[config.mk]
export PLATFORM = sky130hd
export DESIGN_NAME = obp_queue
export DESIGN_NICKNAME = d
export VERILOG_FILES = /design/src/hdl/obp_pkg.sv /design/src/hdl/obp_queue.sv
export SDC_FILE = /design/constraint.sdc
export NUM_CORES = 1
export LEC_CHECK = 0
export BUFFER_PORTS_ARGS = -buffer_cell sky130_fd_sc_hd__buf_2
export CAP_MARGIN = 30
export CORE_UTILIZATION = 46
export CTS_CLUSTER_SIZE = 12
export DETAILED_ROUTE_END_ITERATION = 8
export PLACE_DENSITY = 0.8
export SYNTH_ARGS = -nofsm -noshare
export SYNTH_HDL_FRONTEND = slang
export SYNTH_SLANG_ARGS = --single-unit
[constraint.sdc]
create_clock -name clk -period 2.1 [get_ports clk]
set_input_delay 0.42 -clock clk [delete_from_list [all_inputs] [get_ports clk]]
set_output_delay 0.42 -clock clk [all_outputs]
set_load 0.02 [all_outputs]
[src/hdl/obp_pkg.sv]
package obp_pkg;

	localparam int STORE_DEPTH_DEF = 4096;
	localparam int SEQ_DEPTH_DEF   = 256;
	localparam int QUEUE_DEPTH     = 2;

	typedef enum logic [1:0] {
		KIND_ADD    = 2'd0,
		KIND_FINISH = 2'd1,
		KIND_READ   = 2'd2,
		KIND_CLEAR  = 2'd3
	} kind_t;

	typedef enum logic [1:0] {
		ST_OK       = 2'd0,
		ST_OVERFLOW = 2'd1,
		ST_RANGE    = 2'd2
	} status_t;

	typedef enum logic [2:0] {
		BK_IDLE,
		BK_READ_WAIT,
		BK_SCAN_RD,
		BK_SCAN_CMP,
		BK_CHECK,
		BK_APP_RD,
		BK_APP_WR
	} back_state_t;

endpackage

[src/hdl/obp_queue.sv]
module obp_queue
	import obp_pkg::*;
#(
	parameter int W     = 22,
	parameter int DEPTH = QUEUE_DEPTH
) (
	input  logic         clk,
	input  logic         arst_n,
	input  logic         in_valid,
	output logic         in_ready,
	input  logic [W-1:0] in_data,
	output logic         out_valid,
	input  logic         out_ready,
	output logic [W-1:0] out_data
);

	localparam int PW = (DEPTH > 1) ? $clog2(DEPTH) : 1;
	localparam int NW = $clog2(DEPTH + 1);

	logic [W-1:0]  mem_q [DEPTH];
	logic [PW-1:0] wr_ptr_q;
	logic [PW-1:0] rd_ptr_q;
	logic [NW-1:0] count_q;
	logic          push;
	logic          pop;

	assign in_ready  = count_q != NW'(DEPTH);
	assign out_valid = count_q != '0;
	assign push      = in_valid && in_ready;
	assign pop       = out_valid && out_ready;
	assign out_data  = mem_q[rd_ptr_q];

	always_ff @(posedge clk or negedge arst_n) begin
		if (!arst_n) begin
			wr_ptr_q <= '0;
			rd_ptr_q <= '0;
			count_q  <= '0;
		end else begin
			if (push) begin
				wr_ptr_q <= (wr_ptr_q == PW'(DEPTH - 1)) ? '0 : wr_ptr_q + PW'(1);
			end
			if (pop) begin
				rd_ptr_q <= (rd_ptr_q == PW'(DEPTH - 1)) ? '0 : rd_ptr_q + PW'(1);
			end
			if (push && !pop) begin
				count_q <= count_q + NW'(1);
			end else if (pop && !push) begin
				count_q <= count_q - NW'(1);
			end
		end
	end

	always_ff @(posedge clk) begin
		if (push) begin
			mem_q[wr_ptr_q] <= in_data;
		end
	end

endmodule

==> results.tsv <==
stage	metric	value	unit
routing	drt_first_pass_iters	3	
min_path	min_path_type	primary input to register	
floorplan	die_x	64.35	um
power	p_switching	1.021	mW
synthesis	synth_top_family_by_area	multiplexers	
floorplan	die_area	4140	sq um
routing	vias	925	
timing	finalMaxSlewViolations	0	
floorplan	coreArea	3689	sq um
layout	multiInputGateArea	342.8	sq um
routing	avgRoutedWirePerCell	14.01	um
worst_setup_path	worst-path-stages	3	
synthesis	syn_nets	113	
layout	fillers	293	
power	power.density	1381	nW/um^2
worst_setup_path	path_buf_inv	2	
power	pwr-share-seq	45.9	%
layout	seqCellArea	1421	sq um
power	vdd_drop_max	0.6348	mV
power	cellLeakagePower	0.8611	nW
worst_setup_path	rr_startpoint	count_q[0]$_DFFE_PN0P_	
routing	antenna_left	0	
worst_setup_path	crit-reg2reg-capture	mem_q[1][7]$_DFFE_PP_	
cts	htree_levels	2	
floorplan	pin_count	50	
min_path	hold_start	in_data[6]	
worst_setup_path	worst_ep_required_time	1.68	ns
timing	slew_headroom	67.10	%
timing	fin_crit	1.922	ns
global_route	grt_pass1_vias	929	
status	outcome	finished clean	
routing	drt_wl_total	2717	um
synthesis	ys_ff_latch	48	
synthesis	synth_mux_area_share	13.86	%
synthesis	synth.distinct_cells	14	
layout	drive_gt1_share	57.53	%
worst_setup_path	reg2reg_setup_slack	0.53	ns
timing	clock.fmax	520.2	MHz
layout	final_cell_count_no_fill	194	
cts	cts_buffers	5	
synthesis	synth_area	1788	sq um
synthesis	synthCells	86	
power	p_sw_share	33.27	%
cts	clk_pin_slew	0.08	ns
timing	grt_setup_unrepaired	false	
synthesis	avgSynthCellArea	20.79	sq um
flow_run	maxCapViolCount	0	
place	routabilityCongestion	0.6228	
global_route	antenna_found_initial	0	
worst_setup_path	critPathSlowestCell	dfrtp_1	
routing	drcViolationCount	0	
worst_setup_path	start_kind	register	
floorplan	die_h	64.35	um
synthesis	synth_xor_area_share	2.449	%
worst_setup_path	cp_top_family	flip-flops	
power	p_int	2.047	mW
timing	fin_skew	0.005030	ns
global_route	grt-ovfl-total	0	
place	placedCellCount	185	
timing	setup_viol	0	
timing	hold-worst-slack	0.3111	ns
cts	clkLatencyLatePin	0.29	ns
global_route	grt_use_total	14.50	%
worst_setup_path	r2r.worst_path.cells	3	
synthesis	seq_area_frac_synth	79.50	%
timing	tightest_slew	0.4934	ns
worst_setup_path	cp.arrival	1.50	ns
cts	clockRootBuffer	clkbuf_8	
cts	cts_buffer_depth	2	
cts	cts.sinks	48	
power	comb_power_share	37.6	%
synthesis	synth_fa_ha_area_share	0.6998	%
worst_setup_path	crit_end	out_data[20]	
timing	tns	0	ns
cts	cts_tree	done	
power	power_frac_clock	16.5	%
worst_setup_path	path_max_fanout	19	
layout	final_common_cell	buf_2	
routing	drt_iter0_markers	31	
worst_setup_path	critPathMaxStageDelay	0.50	ns
floorplan	fp-row-count	22	
timing	timing.final.crit_share	91.54	%
routing	via_per_inst	4.768	
floorplan	start_util	48.47	%
global_route	grt_pass1_wl	4243	um
cts	cts_resized	0	
worst_setup_path	path_cells	buf_12, mux2_2, buf_2	
place	io_buffer_count	49	
worst_setup_path	critPathKind	register to output pin	
timing	hold_viol	0	
layout	area_growth	24.21	%
worst_setup_path	startpoint	rd_ptr_q$_DFFE_PN0P_	
layout	antennaDiodeCount	0	
synthesis	synth_compound_area_share	0	%
global_route	grt_max_degree	20	
layout	mostFrequentLayoutCells	49 x buf_2, 44 x edfxtp_1, 22 x mux2_2, 5 x clkbuf_8, 4 x dfrtp_1	
place	dp_hpwl	1934	um
synthesis	yosysWarnings	0	
worst_setup_path	worstSetupEndpointType	output pin	
synthesis	synth-simple-area-share	2.029	%
layout	layout.nets	172	
## layer usage
metal	vias up	GRT usage, %	routed length (um)
met5	-	0	0
met4	0	5.833	40
met3	4	5.357	189
met2	38	25.39	1340
met1	438	15.70	1148
li1	445	-	-
## worst min path at each step
stage,endpoint,cells past startpoint,slack (ns)
after CTS,mem_q[1][6]$_DFFE_PP_,1,0.30
after floorplan,count_q[0]$_DFFE_PN0P_,0,0.12
final,mem_q[1][6]$_DFFE_PP_,1,0.31
after global routing,mem_q[0][2]$_DFFE_PP_,1,0.31
after global placement,count_q[1]$_DFFE_PN0P_,1,0.23
after detailed placement,count_q[1]$_DFFE_PN0P_,1,0.24
## power by group through the flow
stage          clock network (mW)  logic, mW  registers (mW)
2_1_floorplan                   0      0.815            1.40
3_3_place_gp                    0       1.15            1.41
3_5_place_dp                    0       1.17            1.43
4_1_cts                     0.521       1.18            1.41
5_1_grt                     0.554       1.23            1.43
6_report                    0.506       1.15            1.41
## cell families (layout without fill, tap and decap cells)
kind of cell / Yosys count / count (layout)
multiplexers: 22 / 22
AND/OR/NAND/NOR: 7 / 7
flip-flops: 48 / 48
adder cells (fa/ha/maj): 1 / 1
buffers and inverters: 3 / 63
XOR/XNOR: 5 / 5
## state kept, by name (all words and copies together), names as in the netlist
register and flops:
mem_q 44, count_q 2, rd_ptr_q 1, wr_ptr_q 1
## through the flow
step	area (sq um)	utilization, %	setup slack [ns]	power (mW)
after floorplan	1790	-	0.3119	2.216
after global placement	2128	57.70	0.5216	2.555
after detailed placement	2128	57.70	0.5019	2.595
after CTS	2221	60.21	0.1642	3.104
after global routing	2221	60.21	0.1070	3.214
final	2221	60.21	0.1776	3.067
## repair_timing
action                    4_1_cts  5_1_grt
buffers inserted                0        0
hold endpoints to repair        4        0
hold buffers                    1        0
## synth_stat cells
cell,count,area share (%)
edfxtp_1,44,74
mux2_2,22,14
dfrtp_1,4,5.6
xnor2_1,3,1.5
buf_6,2,1.3
nor2_1,2,0.42
xor2_1,2,0.98
and3_1,1,0.35
ha_1,1,0.70
inv_1,1,0.21
nand2_1,1,0.21
nand2_2,1,0.35
nand2b_1,1,0.35
or2_1,1,0.35
## final cells by class
cell class / count / area share, %
Sequential cell: 48 / 64.00
Inverter: 1 / 0.1690
Timing Repair Buffer: 54 / 13.97
Multi-Input combinational cell: 35 / 15.44
Clock inverter: 3 / 0.6197
Clock buffer: 5 / 3.099
Tap cell: 48 / 2.704
No activity file was read; power rests on OpenSTA's default activity.
