## config.mk

```make
export PLATFORM = sky130hd
export DESIGN_NAME = obp_front
export DESIGN_NICKNAME = d
export VERILOG_FILES = /design/src/hdl/obp_pkg.sv /design/src/hdl/obp_front.sv
export SDC_FILE = /design/constraint.sdc
export NUM_CORES = 1
export LEC_CHECK = 0
export ABC_AREA = 0
export ABC_CLOCK_PERIOD_IN_PS = 1200
export BUFFER_PORTS_ARGS = -buffer_cell sky130_fd_sc_hd__clkbuf_2
export CORE_ASPECT_RATIO = 1.2
export CORE_UTILIZATION = 37
export CTS_CLUSTER_SIZE = 16
export DETAILED_ROUTE_END_ITERATION = 10
export GPL_ROUTABILITY_DRIVEN = 0
export PLACE_DENSITY_LB_ADDON = 0.3
export SKIP_CTS_REPAIR_TIMING = 1
export SLEW_MARGIN = 20
export SYNTH_ARGS = -nofsm -noshare
export SYNTH_HDL_FRONTEND = slang
export SYNTH_SLANG_ARGS = --single-unit
```

## constraint.sdc

```tcl
create_clock -name clk -period 1.2 [get_ports clk]
set_input_delay 0.3 -clock clk [delete_from_list [all_inputs] [get_ports clk]]
set_output_delay 0.3 -clock clk [all_outputs]
set_load 0.01 [all_outputs]
```

## src/hdl/obp_pkg.sv

```systemverilog
package obp_pkg;

	localparam int STORE_DEPTH_DEF = 4096;
	localparam int SEQ_DEPTH_DEF   = 256;
	localparam int QUEUE_DEPTH     = 2;

	typedef enum logic [1:0] {
		KIND_ADD    = 2'd0,
		KIND_FINISH = 2'd1,
		KIND_READ   = 2'd2,
		KIND_CLEAR  = 2'd3
	} kind_t;

	typedef enum logic [1:0] {
		ST_OK       = 2'd0,
		ST_OVERFLOW = 2'd1,
		ST_RANGE    = 2'd2
	} status_t;

	typedef enum logic [2:0] {
		BK_IDLE,
		BK_READ_WAIT,
		BK_SCAN_RD,
		BK_SCAN_CMP,
		BK_CHECK,
		BK_APP_RD,
		BK_APP_WR
	} back_state_t;

endpackage

```

## src/hdl/obp_front.sv

```systemverilog
module obp_front
	import obp_pkg::*;
#(
	parameter int AW   = 12,
	parameter int IN_W = 24
) (
	input  logic            clk,
	input  logic            arst_n,
	input  logic            s_axis_tvalid,
	output logic            s_axis_tready,
	input  logic [IN_W-1:0] s_axis_tdata,   // data_byte, read_address
	input  logic [1:0]      s_axis_tuser,   // kind
	output logic            cmd_valid,
	input  logic            cmd_ready,
	output kind_t           cmd_kind,
	output logic [7:0]      cmd_data,
	output logic [AW-1:0]   cmd_addr
);

	logic          valid_s1;
	kind_t         kind_s1;
	logic [7:0]    data_s1;
	logic [AW-1:0] addr_s1;

	assign s_axis_tready = !valid_s1 || cmd_ready;

	always_ff @(posedge clk or negedge arst_n) begin
		if (!arst_n) begin
			valid_s1 <= 1'b0;
		end else if (s_axis_tready) begin
			valid_s1 <= s_axis_tvalid;
		end
	end

	// split the transaction into its command fields
	always_ff @(posedge clk) begin
		if (s_axis_tvalid && s_axis_tready) begin
			kind_s1 <= kind_t'(s_axis_tuser);
			data_s1 <= s_axis_tdata[7:0];
			addr_s1 <= s_axis_tdata[8 +: AW];
		end
	end

	assign cmd_valid = valid_s1;
	assign cmd_kind  = kind_s1;
	assign cmd_data  = data_s1;
	assign cmd_addr  = addr_s1;

endmodule

```

==> results of run 1 <==
-- cell type report --
| cell class | instances | share of cell area, % |
|---|---|---|
| repair buffers | 50 | 25.5 |
| clock buffers | 4 | 2.56 |
| flip-flops and latches | 23 | 66.8 |
| multi-input cells | 3 | 2.80 |
| well taps | 19 | 2.32 |
-- state kept, by name, indices dropped and copies added (netlist names) --
name and cells:
cmd_kind 2, cmd_valid 1, cmd_data 8, cmd_addr 12
-- cells in the mapped netlist --
master    count  area share, %
and2_4        1            1.2
nand2b_1      1           0.88
dfrtp_1       1            3.5
nand2b_4      1            1.9
edfxtp_1     22             92
-- power by group --
part           switching, W  internal (W)
combinational     0.0000666     0.0000676
sequential        0.0000120      0.000932
clock              0.000192      0.000129
total              0.000270       0.00113
-- per-layer routing --
metal	GRT usage, %	part of all wire [%]	vias up
met2	20.3	55	28
met5	0	0	-
met4	6.25	0	0
met3	2.88	10	0
li1	-	-	207
met1	8.62	35	186
-- cell families after synthesis --
kind of cell / Yosys count / share of synthesized area, %
flops: 23 / 96.0
simple gates: 3 / 4.03
-- worst reg2reg max path, stage by stage, from the launching register on --
cell and delay [ns]:
dfrtp_1 0.42, nand2b_4 0.09, and2_4 0.32
-- metrics by stage --
step / power, W / instance area, um^2 / setup TNS, ns
final: 0.00140 / 1030 / 0
after global routing: 0.00147 / 1030 / -0.0501
after global placement: 0.00109 / 983 / 0
after CTS: 0.00142 / 1010 / -0.0363
after floorplan: 0.00101 / 714 / 0
after detailed placement: 0.00109 / 983 / 0
-- how the worst max path moves through the flow --
| stage | from | to | slack [ns] |
|---|---|---|---|
| after detailed placement | cmd_ready | cmd_addr[8]$_DFFE_PP_ | 0.04 |
| final | cmd_valid$_DFFE_PN0P_ | s_axis_tready | 0.006 |
| after CTS | cmd_valid$_DFFE_PN0P_ | s_axis_tready | -0.04 |
| after floorplan | cmd_valid$_DFFE_PN0P_ | cmd_addr[0]$_DFFE_PP_ | 0.07 |
| after global placement | cmd_ready | cmd_data[0]$_DFFE_PP_ | 0.06 |
| after global routing | cmd_valid$_DFFE_PN0P_ | s_axis_tready | -0.04 |
==> impl_results.md, run 1 <==
* Status: completed
* Sequential area share after synthesis at a little over nine tenths
* Die W at between 40 and 50 um
* Synth Warn # at 0
* Max cap viols at 0
* Num Clock Sinks at 23
* Synthesized area per cell at approximately 27 um^2
* Gr ovfl total at 0
* Detailed Route WL at around 1.0 mm
* Die H at 50.1 um
* I/O pin cnt at 54
* Final Core Density at a little under three fifths
* Reg-to-reg startpoint: cmd_valid$_DFFE_PN0P_
* CP peak stage delay at between 0.4 and 0.5 ns
* Core ar. at between 1500 and 2000 um^2
* Initial core utilization at about 39%
* F_max at 838 MHz
* Worst r2r path cells at 2
* Diode count at 0
* PortBufs at between 40 and 50
* Synth Net Count at between 50 and 60
* Final Hold Violating Endpoints at 0
* CTS tree: yes
* RSZ-0062 raised after global routing: yes
* Worst Tran Pin Value at approximately 0.28 ns
* CP Data Required Time at roughly 0.90 ns
* Hold WC Path Type: in -> reg
* Number of global-route vias before repair at 411
* FILL cells at 160
* Worst setup SP type: flop
* Share of cells above drive strength 1 at 67.5%
* Crit path DAT at a little under 0.9 ns
* CTS H-tree lvls at 1
* Vias at approximately 420
* Reg-to-reg endpoint: cmd_addr[0]$_DFFE_PP_
* Hold depth at 1
* Critical Path Stages at 2
* FP Rows at 17
* Crit-path cells: nand2b_4, buf_6
* Global-route wire length before repair at 1.55 mm
* Unique cell type count in the Yosys netlist at 5
* Most common cell after layout, fill and taps aside: clkbuf_2
* Nets at approximately 110
* Synthesized cell area at ~710 um^2
* Crit-path leading delay family: flip-flops
* Pin count of the biggest net entering global routing at 23
* Relative slew slack at 81.3%
* Min-delay src: s_axis_tdata[5]
* Initial antenna violation count at 0
* Worst-Skew Late Latency at 0.29 ns
* Drt pass-1 iters at 3
* DR vias/cell at 4.25
* Setup slack, reg-to-reg at 0.06 ns
* Number of DRC violations after detailed routing at 0
* Final setup fails at 0
* Cell Pwr Density at roughly 1400 nW/um^2
* #FFs+latches synth at 23
* Layout Skew at 0.00103 ns
* Crit end category: output pin
* Multi-input logic area at 28.8 um^2
* Post-Layout Cell Count at 99
* P&R area growth vs syn at 43.6%
* Post-route ant nets at 0
* Setup WS pre-CTS at 0.0414 ns
* FF+latch area at between 600 and 700 um^2
* Initial DRC count at 7
* Crit share post-route at a little under 100%
* Post-placement cell count at 94
* Max FO, Critical Path at 3
* Die area at between 2000 and 2500 um^2
* Post-Syn Instances at 26
* LEAKAGE at 0.460 nW
* Worst-path clk slew at about 0.11 ns
* Hold slack final at 0.178 ns
* Most frequent cells in the layout: clkbuf_2, edfxtp_1, clkbuf_4
* Clk root buf: clkbuf_4
* Worst Hold Endpoint: cmd_data[5]$_DFFE_PP_
* Crit Path Category: reg -> out
* Worst IR Drop VDD at 0.735 mV
* CTS Buffer Depth at 2
* CTS Buf Count at 3
* Slew Viols, Final at 0
* DP HPWL at slightly below 800 um
* Wirelength per Cell at 10.2 um
* CP max stage cell: dfrtp_1
* Buf/Inv on CP at 1
* Setup slack after layout at ~0.0063 ns
* Min Tclk post-route at 1.19 ns
* GRT Total Usage at around a tenth
Note: power is estimated with default switching activity, not from simulation.
==> inputs of run 2 (changes only) <==
--- a/config.mk
+++ b/config.mk
@@ -7,15 +7,14 @@
 export LEC_CHECK = 0
 export ABC_AREA = 0
 export ABC_CLOCK_PERIOD_IN_PS = 1200
-export BUFFER_PORTS_ARGS = -buffer_cell sky130_fd_sc_hd__clkbuf_2
-export CORE_ASPECT_RATIO = 1.2
-export CORE_UTILIZATION = 37
+export CORE_UTILIZATION = 55
 export CTS_CLUSTER_SIZE = 16
 export DETAILED_ROUTE_END_ITERATION = 10
+export DONT_BUFFER_PORTS = 1
 export GPL_ROUTABILITY_DRIVEN = 0
 export PLACE_DENSITY_LB_ADDON = 0.3
 export SKIP_CTS_REPAIR_TIMING = 1
-export SLEW_MARGIN = 20
+export SLEW_MARGIN = 30
 export SYNTH_ARGS = -nofsm -noshare
 export SYNTH_HDL_FRONTEND = slang
 export SYNTH_SLANG_ARGS = --single-unit
==> run 2 against run 1 <==
The run now ends with setup timing left. Worst setup slack lost 0.0074 ns. Clock power grew 3%. Sequential share of layout area grew 20 points. Global-route usage grew 2.7 points. Total power shrank 4.0%. Cell area shrank 23%. Core utilization grew 12 points. Final cell count shrank 53%. Die area shrank 31%. Sequential power grew 3.1%. Register-to-register slack is essentially flat.
==> impl_results.md, run 2 (same netlist as run 1, synthesis figures left out) <==
* Status: finished with violations (was completed)
* Violated checks: setup timing
* Worst-path clk slew at 0.11 ns (about the same)
* I/O pin cnt at 54 (unchanged)
* Wirelength per Cell at 19.3 um (was 10.2 um)
* Die W at 38.0 um (was 42.1 um)
* Post-placement cell count at 42 (was 94)
* Setup slack after layout at -0.00111 ns (was 0.00626 ns)
* Setup slack, reg-to-reg at 0.07 ns (was 0.06 ns)
* Gr ovfl total at 0 (unchanged)
* Share of cells above drive strength 1 at 21.2% (was 67.5%)
* Initial core utilization at 61.8% (was 39.1%)
* Crit Path Category: reg -> out (unchanged)
* Initial DRC count at 3 (was 7)
* Max FFs per register at 12 (unchanged)
* Worst IR Drop VDD at 1.05 mV (was 0.735 mV)
* M1 GR Usage at 14.6% (was 8.62%)
* F_max at 833 MHz (was 838 MHz)
* Global-route wire length before repair at 1.15 mm (was 1.55 mm)
* Core ar. at 1160 um^2 (was 1830 um^2)
* Number of DRC violations after detailed routing at 0 (unchanged)
* Crit share post-route at 100% (was 99.5%)
* Relative slew slack at 82.2% (was 81.3%)
* Total Neg Setup Slack at -0.00111 ns (was 0 ns)
* Drt pass-1 iters at 2 (was 3)
* CTS H-tree lvls at 1 (unchanged)
* Most Used Layer, Global Route: met2 (unchanged)
* Layout Skew at 0.00665 ns (was 0.00103 ns)
* Die area at 1450 um^2 (was 2110 um^2)
* Slew Viols, Final at 0 (unchanged)
* DR vias/cell at 5.60 (was 4.25)
* RSZ-0062 raised after global routing: yes (unchanged)
* Met2 usage at 19.9% (was 20.3%)
* CP Data Required Time at 0.90 ns (about the same)
* Vias at 263 (was 421)
* Cell Pwr Density at 1710 nW/um^2 (was 1360 nW/um^2)
* CTS Buffer Depth at 2 (unchanged)
* Post-Layout Cell Count at 47 (was 99)
* Most frequent cells in the layout: edfxtp_1, clkbuf_4 (was clkbuf_2, edfxtp_1, clkbuf_4)
* LEAKAGE at 0.266 nW (was 0.460 nW)
* Most common cell after layout, fill and taps aside: edfxtp_1 (was clkbuf_2)
* Hold WC Path Type: in -> reg (unchanged)
* CTS Buf Count at 3 (unchanged)
* Clk root buf: clkbuf_4 (unchanged)
* Diode count at 0 (unchanged)
* Crit path DAT at 0.90 ns (was 0.89 ns)
* Final Hold Violating Endpoints at 0 (unchanged)
* CTS tree: yes (unchanged)
* Worst Tran Pin Value at 0.268 ns (was 0.280 ns)
* Pin count of the biggest net entering global routing at 23 (unchanged)
* Worst-Skew Late Latency at 0.29 ns (about the same)
* Tot Pwr at 0.00134 W (was 0.00140 W)
* PortBufs at 0 (was 49)
* Max FO, Critical Path at 2 (was 3)
* Met3 GRT Util at 4.07% (was 2.88%)
* Setup WS pre-CTS at 0.0904 ns (was 0.0414 ns)
* Detailed Route WL at 906 um (was 1.01 mm)
* Die H at 38.0 um (was 50.1 um)
* Number of global-route vias before repair at 238 (was 411)
* Min Tclk post-route at 1.20 ns (was 1.19 ns)
* Max cap viols at 0 (unchanged)
* Final setup fails at 1 (was 0)
* P&R area growth vs syn at 10.2% (was 43.6%)
* Post-route ant nets at 0 (unchanged)
* FP Rows at 12 (was 17)
* GRT Total Usage at 12.9% (was 10.3%)
* Num Clock Sinks at 23 (unchanged)
* Worst setup SP type: flop (unchanged)
* Initial antenna violation count at 0 (unchanged)
* Crit end category: output pin (unchanged)
* Nets at 64 (was 111)
[run 2: changes by cell type in the layout (fill, tap and decap cells not counted), sizes merged]
cell | before | now
clkbuf | 51 | 4
[run 2: area by class of cell]
| class | instances | area (um^2) |
|---|---|---|
| tap | 14 | 17.5 |
| timing repair buffer | 3 | 28.8 |
| fill | 69 | 369 |
| sequential | 23 | 686 |
| multi-input combinational | 3 | 28.8 |
| clock buffer | 4 | 26.3 |
[run 2: report_power, final]
group | leakage, nW | switching, W | internal, W | total, W
Clock | 0.0150 | 0.000201 | 0.000129 | 0.000330
Sequential | 0.220 | 0.0000376 | 0.000935 | 0.000972
Combinational | 0.0308 | 0.0000239 | 0.0000164 | 0.0000403
Total | 0.266 | 0.000262 | 0.00108 | 0.00134
[run 2: critical path, cell delays in order (launching register included)]
cell	delay (ns)
dfrtp_1	0.42
nand2b_4	0.08
buf_6	0.10
[run 2: routing by layer]
| metal | part of all wire (%) | routed length [um] |
|---|---|---|
| met5 | 0 | 0 |
| met2 | 52 | 475 |
| met1 | 42 | 382 |
| met3 | 5.3 | 48 |
| met4 | 0 | 0 |
[run 2: stage by stage]
step / hold slack, ns / util, % / cell area (um^2)
detailed placement: 0.00444 / 64.6 / 747
floorplan: 0.00441 / - / 714
CTS: -0.320 / 66.9 / 773
global route: 0.0752 / 68.1 / 787
finish: 0.0901 / 68.1 / 787
global placement: 0.00444 / 64.6 / 747
[run 2: worst paths after layout]
check | start | end | cells after the start
min | s_axis_tdata[8] | cmd_addr[0]$_DFFE_PP_ | 0
max | cmd_valid$_DFFE_PN0P_ | s_axis_tready | 2
min reg2reg | cmd_valid$_DFFE_PN0P_ | cmd_valid$_DFFE_PN0P_ | 3
min in group asynchronous | arst_n | cmd_valid$_DFFE_PN0P_ | 1
max in group asynchronous | arst_n | cmd_valid$_DFFE_PN0P_ | 1
max reg2reg | cmd_valid$_DFFE_PN0P_ | cmd_addr[10]$_DFFE_PP_ | 2
==> inputs of run 3 (changes only) <==
--- a/config.mk
+++ b/config.mk
@@ -7,11 +7,13 @@
 export LEC_CHECK = 0
 export ABC_AREA = 0
 export ABC_CLOCK_PERIOD_IN_PS = 1200
-export CORE_UTILIZATION = 55
+export CORE_ASPECT_RATIO = 1.2
+export CORE_UTILIZATION = 37
 export CTS_CLUSTER_SIZE = 16
 export DETAILED_ROUTE_END_ITERATION = 10
 export DONT_BUFFER_PORTS = 1
 export GPL_ROUTABILITY_DRIVEN = 0
+export HOLD_SLACK_MARGIN = 0.02
 export PLACE_DENSITY_LB_ADDON = 0.3
 export SKIP_CTS_REPAIR_TIMING = 1
 export SLEW_MARGIN = 30
==> run 3 against run 2 <==
The flow now finishes without violations. Global-route usage shrank 4.0 points. Sequential share of layout area shrank 0.82 points. Core utilization shrank 25 points. Largest cell class unchanged.
==> impl_results.md, run 3 (same netlist as run 1, synthesis figures left out) <==
* M1 GR Usage at 9.29% (was 14.6%)
* Number of DRC violations after detailed routing at 0 (unchanged)
* Met3 GRT Util at 3.96% (was 4.07%)
* Clk root buf: clkbuf_4 (unchanged)
* Reg-to-reg startpoint: cmd_valid$_DFFE_PN0P_ (unchanged)
* Initial antenna violation count at 0 (unchanged)
* Crit path DAT at 0.90 ns (about the same)
* Initial core utilization at 39.1% (was 61.8%)
* Pin count of the biggest net entering global routing at 23 (unchanged)
* Die W at 42.1 um (was 38.0 um)
* Buf/Inv on CP at 1 (unchanged)
* Total Neg Setup Slack at 0 ns (was -0.00111 ns)
* Most frequent cells in the layout: edfxtp_1, clkbuf_4 (unchanged)
* Worst-Skew Late Latency at 0.29 ns (about the same)
* Crit share post-route at 99.7% (was 100%)
* Min Tclk post-route at 1.20 ns (about the same)
* CP peak stage delay at 0.42 ns (about the same)
* Setup WS pre-CTS at 0.0755 ns (was 0.0904 ns)
* Relative slew slack at 82.1% (was 82.2%)
* Hold WC Path Type: in -> reg (unchanged)
* Max FO, Critical Path at 2 (unchanged)
* Gr ovfl total at 0 (unchanged)
* CTS tree: yes (unchanged)
* Setup slack after layout at 0.00383 ns (was -0.00111 ns)
* Diode count at 0 (unchanged)
* Die area at 2110 um^2 (was 1450 um^2)
* Worst-path clk slew at 0.12 ns (was 0.11 ns)
* Reg-to-reg endpoint: cmd_addr[5]$_DFFE_PP_ (was cmd_addr[10]$_DFFE_PP_)
* Setup slack, reg-to-reg at 0.07 ns (about the same)
* F_max at 836 MHz (was 833 MHz)
* Hold slack final at 0.0907 ns (was 0.0901 ns)
* Cell Pwr Density at 1680 nW/um^2 (was 1710 nW/um^2)
* Num Clock Sinks at 23 (unchanged)
* DR vias/cell at 5.13 (was 5.60)
* Post-placement cell count at 47 (was 42)
* CTS Buffer Depth at 2 (unchanged)
* RSZ-0062 raised after global routing: yes (unchanged)
* Worst setup SP type: flop (unchanged)
* FP Rows at 17 (was 12)
* Status: completed (was finished with violations)
* Met2 usage at 15.1% (was 19.9%)
* Most common cell after layout, fill and taps aside: edfxtp_1 (unchanged)
* Crit-path leading delay family: flip-flops (unchanged)
* Max cap viols at 0 (unchanged)
* Layout Skew at 0.00598 ns (was 0.00665 ns)
* Share of cells above drive strength 1 at 24.2% (was 21.2%)
* CTS H-tree lvls at 1 (unchanged)
* Vias at 267 (was 263)
* Max FFs per register at 12 (unchanged)
* Initial DRC count at 3 (unchanged)
* PortBufs at 0 (unchanged)
* Nets at 64 (unchanged)
* Die H at 50.1 um (was 38.0 um)
* Crit Path Category: reg -> out (unchanged)
* Final setup fails at 0 (was 1)
* Tot Pwr at 0.00134 W (about the same)
* LEAKAGE at 0.269 nW (was 0.266 nW)
* Detailed Route WL at 924 um (was 906 um)
* Drt pass-1 iters at 3 (was 2)
* Min-delay src: s_axis_tdata[2] (was s_axis_tdata[8])
* P&R area growth vs syn at 11.2% (was 10.2%)
* Crit-path cells: nand2b_4, buf_6 (unchanged)
* Worst Tran Pin Value at 0.268 ns (about the same)
* Core ar. at 1830 um^2 (was 1160 um^2)
* GRT Total Usage at 8.94% (was 12.9%)
* CP Data Required Time at 0.90 ns (about the same)
* CP max stage cell: dfrtp_1 (unchanged)
* Wirelength per Cell at 17.8 um (was 19.3 um)
* Post-route ant nets at 0 (unchanged)
* Final Hold Violating Endpoints at 0 (unchanged)
* Worst Hold Endpoint: cmd_data[2]$_DFFE_PP_ (was cmd_addr[0]$_DFFE_PP_)
* I/O pin cnt at 54 (unchanged)
* CTS Buf Count at 3 (unchanged)
* Worst r2r path cells at 2 (unchanged)
* Crit end category: output pin (unchanged)
* Number of global-route vias before repair at 246 (was 238)
* Global-route wire length before repair at 1.29 mm (was 1.15 mm)
* Hold depth at 0 (unchanged)
* Worst IR Drop VDD at 0.732 mV (was 1.05 mV)
* Most Used Layer, Global Route: met2 (unchanged)
* Post-Layout Cell Count at 52 (was 47)
* Slew Viols, Final at 0 (unchanged)
-- run 3: changes by cell type in the layout (fill, tap and decap cells not counted) --
| cell | change |
|---|---|
| clkinv_2 | +1 |
| clkbuf_1 | -1 |
-- run 3: layer usage --
metal / part of all wire [%] / wire [um] / vias to the layer above
li1: - / - / 115
met1: 38 / 353 / 124
met2: 55 / 506 / 28
met3: 6.9 / 64 / 0
met4: 0 / 0 / 0
met5: 0 / 0 / -
-- run 3: worst reg2reg max path, cell delays in order, from the launching register on --
cell and delay [ns]:
dfrtp_1 0.42, nand2b_4 0.08, and2_4 0.31
-- run 3: area by class of cell --
cell class	instances	area (um^2)
Clock buffer	3	22.5
Clock inverter	1	5.00
Fill cell	161	1030
Multi-Input combinational cell	3	28.8
Sequential cell	23	686
Tap cell	19	23.8
Timing Repair Buffer	3	28.8
-- run 3: per-stage QoR --
stage	util [%]	area, um^2
floorplan	-	714
global placement	41.2	753
detailed placement	41.2	753
CTS	42.7	781
global route	43.4	795
finish	43.4	795
-- run 3: worst max path at each step --
stage | startpoint | endpoint | slack (ns) | cells past startpoint
after floorplan | cmd_valid$_DFFE_PN0P_ | cmd_addr[0]$_DFFE_PP_ | 0.07 | 2
after global placement | cmd_valid$_DFFE_PN0P_ | cmd_data[0]$_DFFE_PP_ | 0.09 | 2
after detailed placement | cmd_valid$_DFFE_PN0P_ | cmd_addr[2]$_DFFE_PP_ | 0.08 | 2
after CTS | cmd_valid$_DFFE_PN0P_ | s_axis_tready | -0.03 | 2
after global routing | cmd_valid$_DFFE_PN0P_ | s_axis_tready | -0.07 | 2
final | cmd_valid$_DFFE_PN0P_ | s_axis_tready | 0.004 | 2
-- run 3: where the power goes --
| group | internal [W] | switching, W | total (W) |
|---|---|---|---|
| Clock | 0.000124 | 0.000202 | 0.000326 |
| Sequential | 0.000935 | 0.0000361 | 0.000971 |
| Combinational | 0.0000164 | 0.0000239 | 0.0000403 |
| Total | 0.00107 | 0.000262 | 0.00134 |
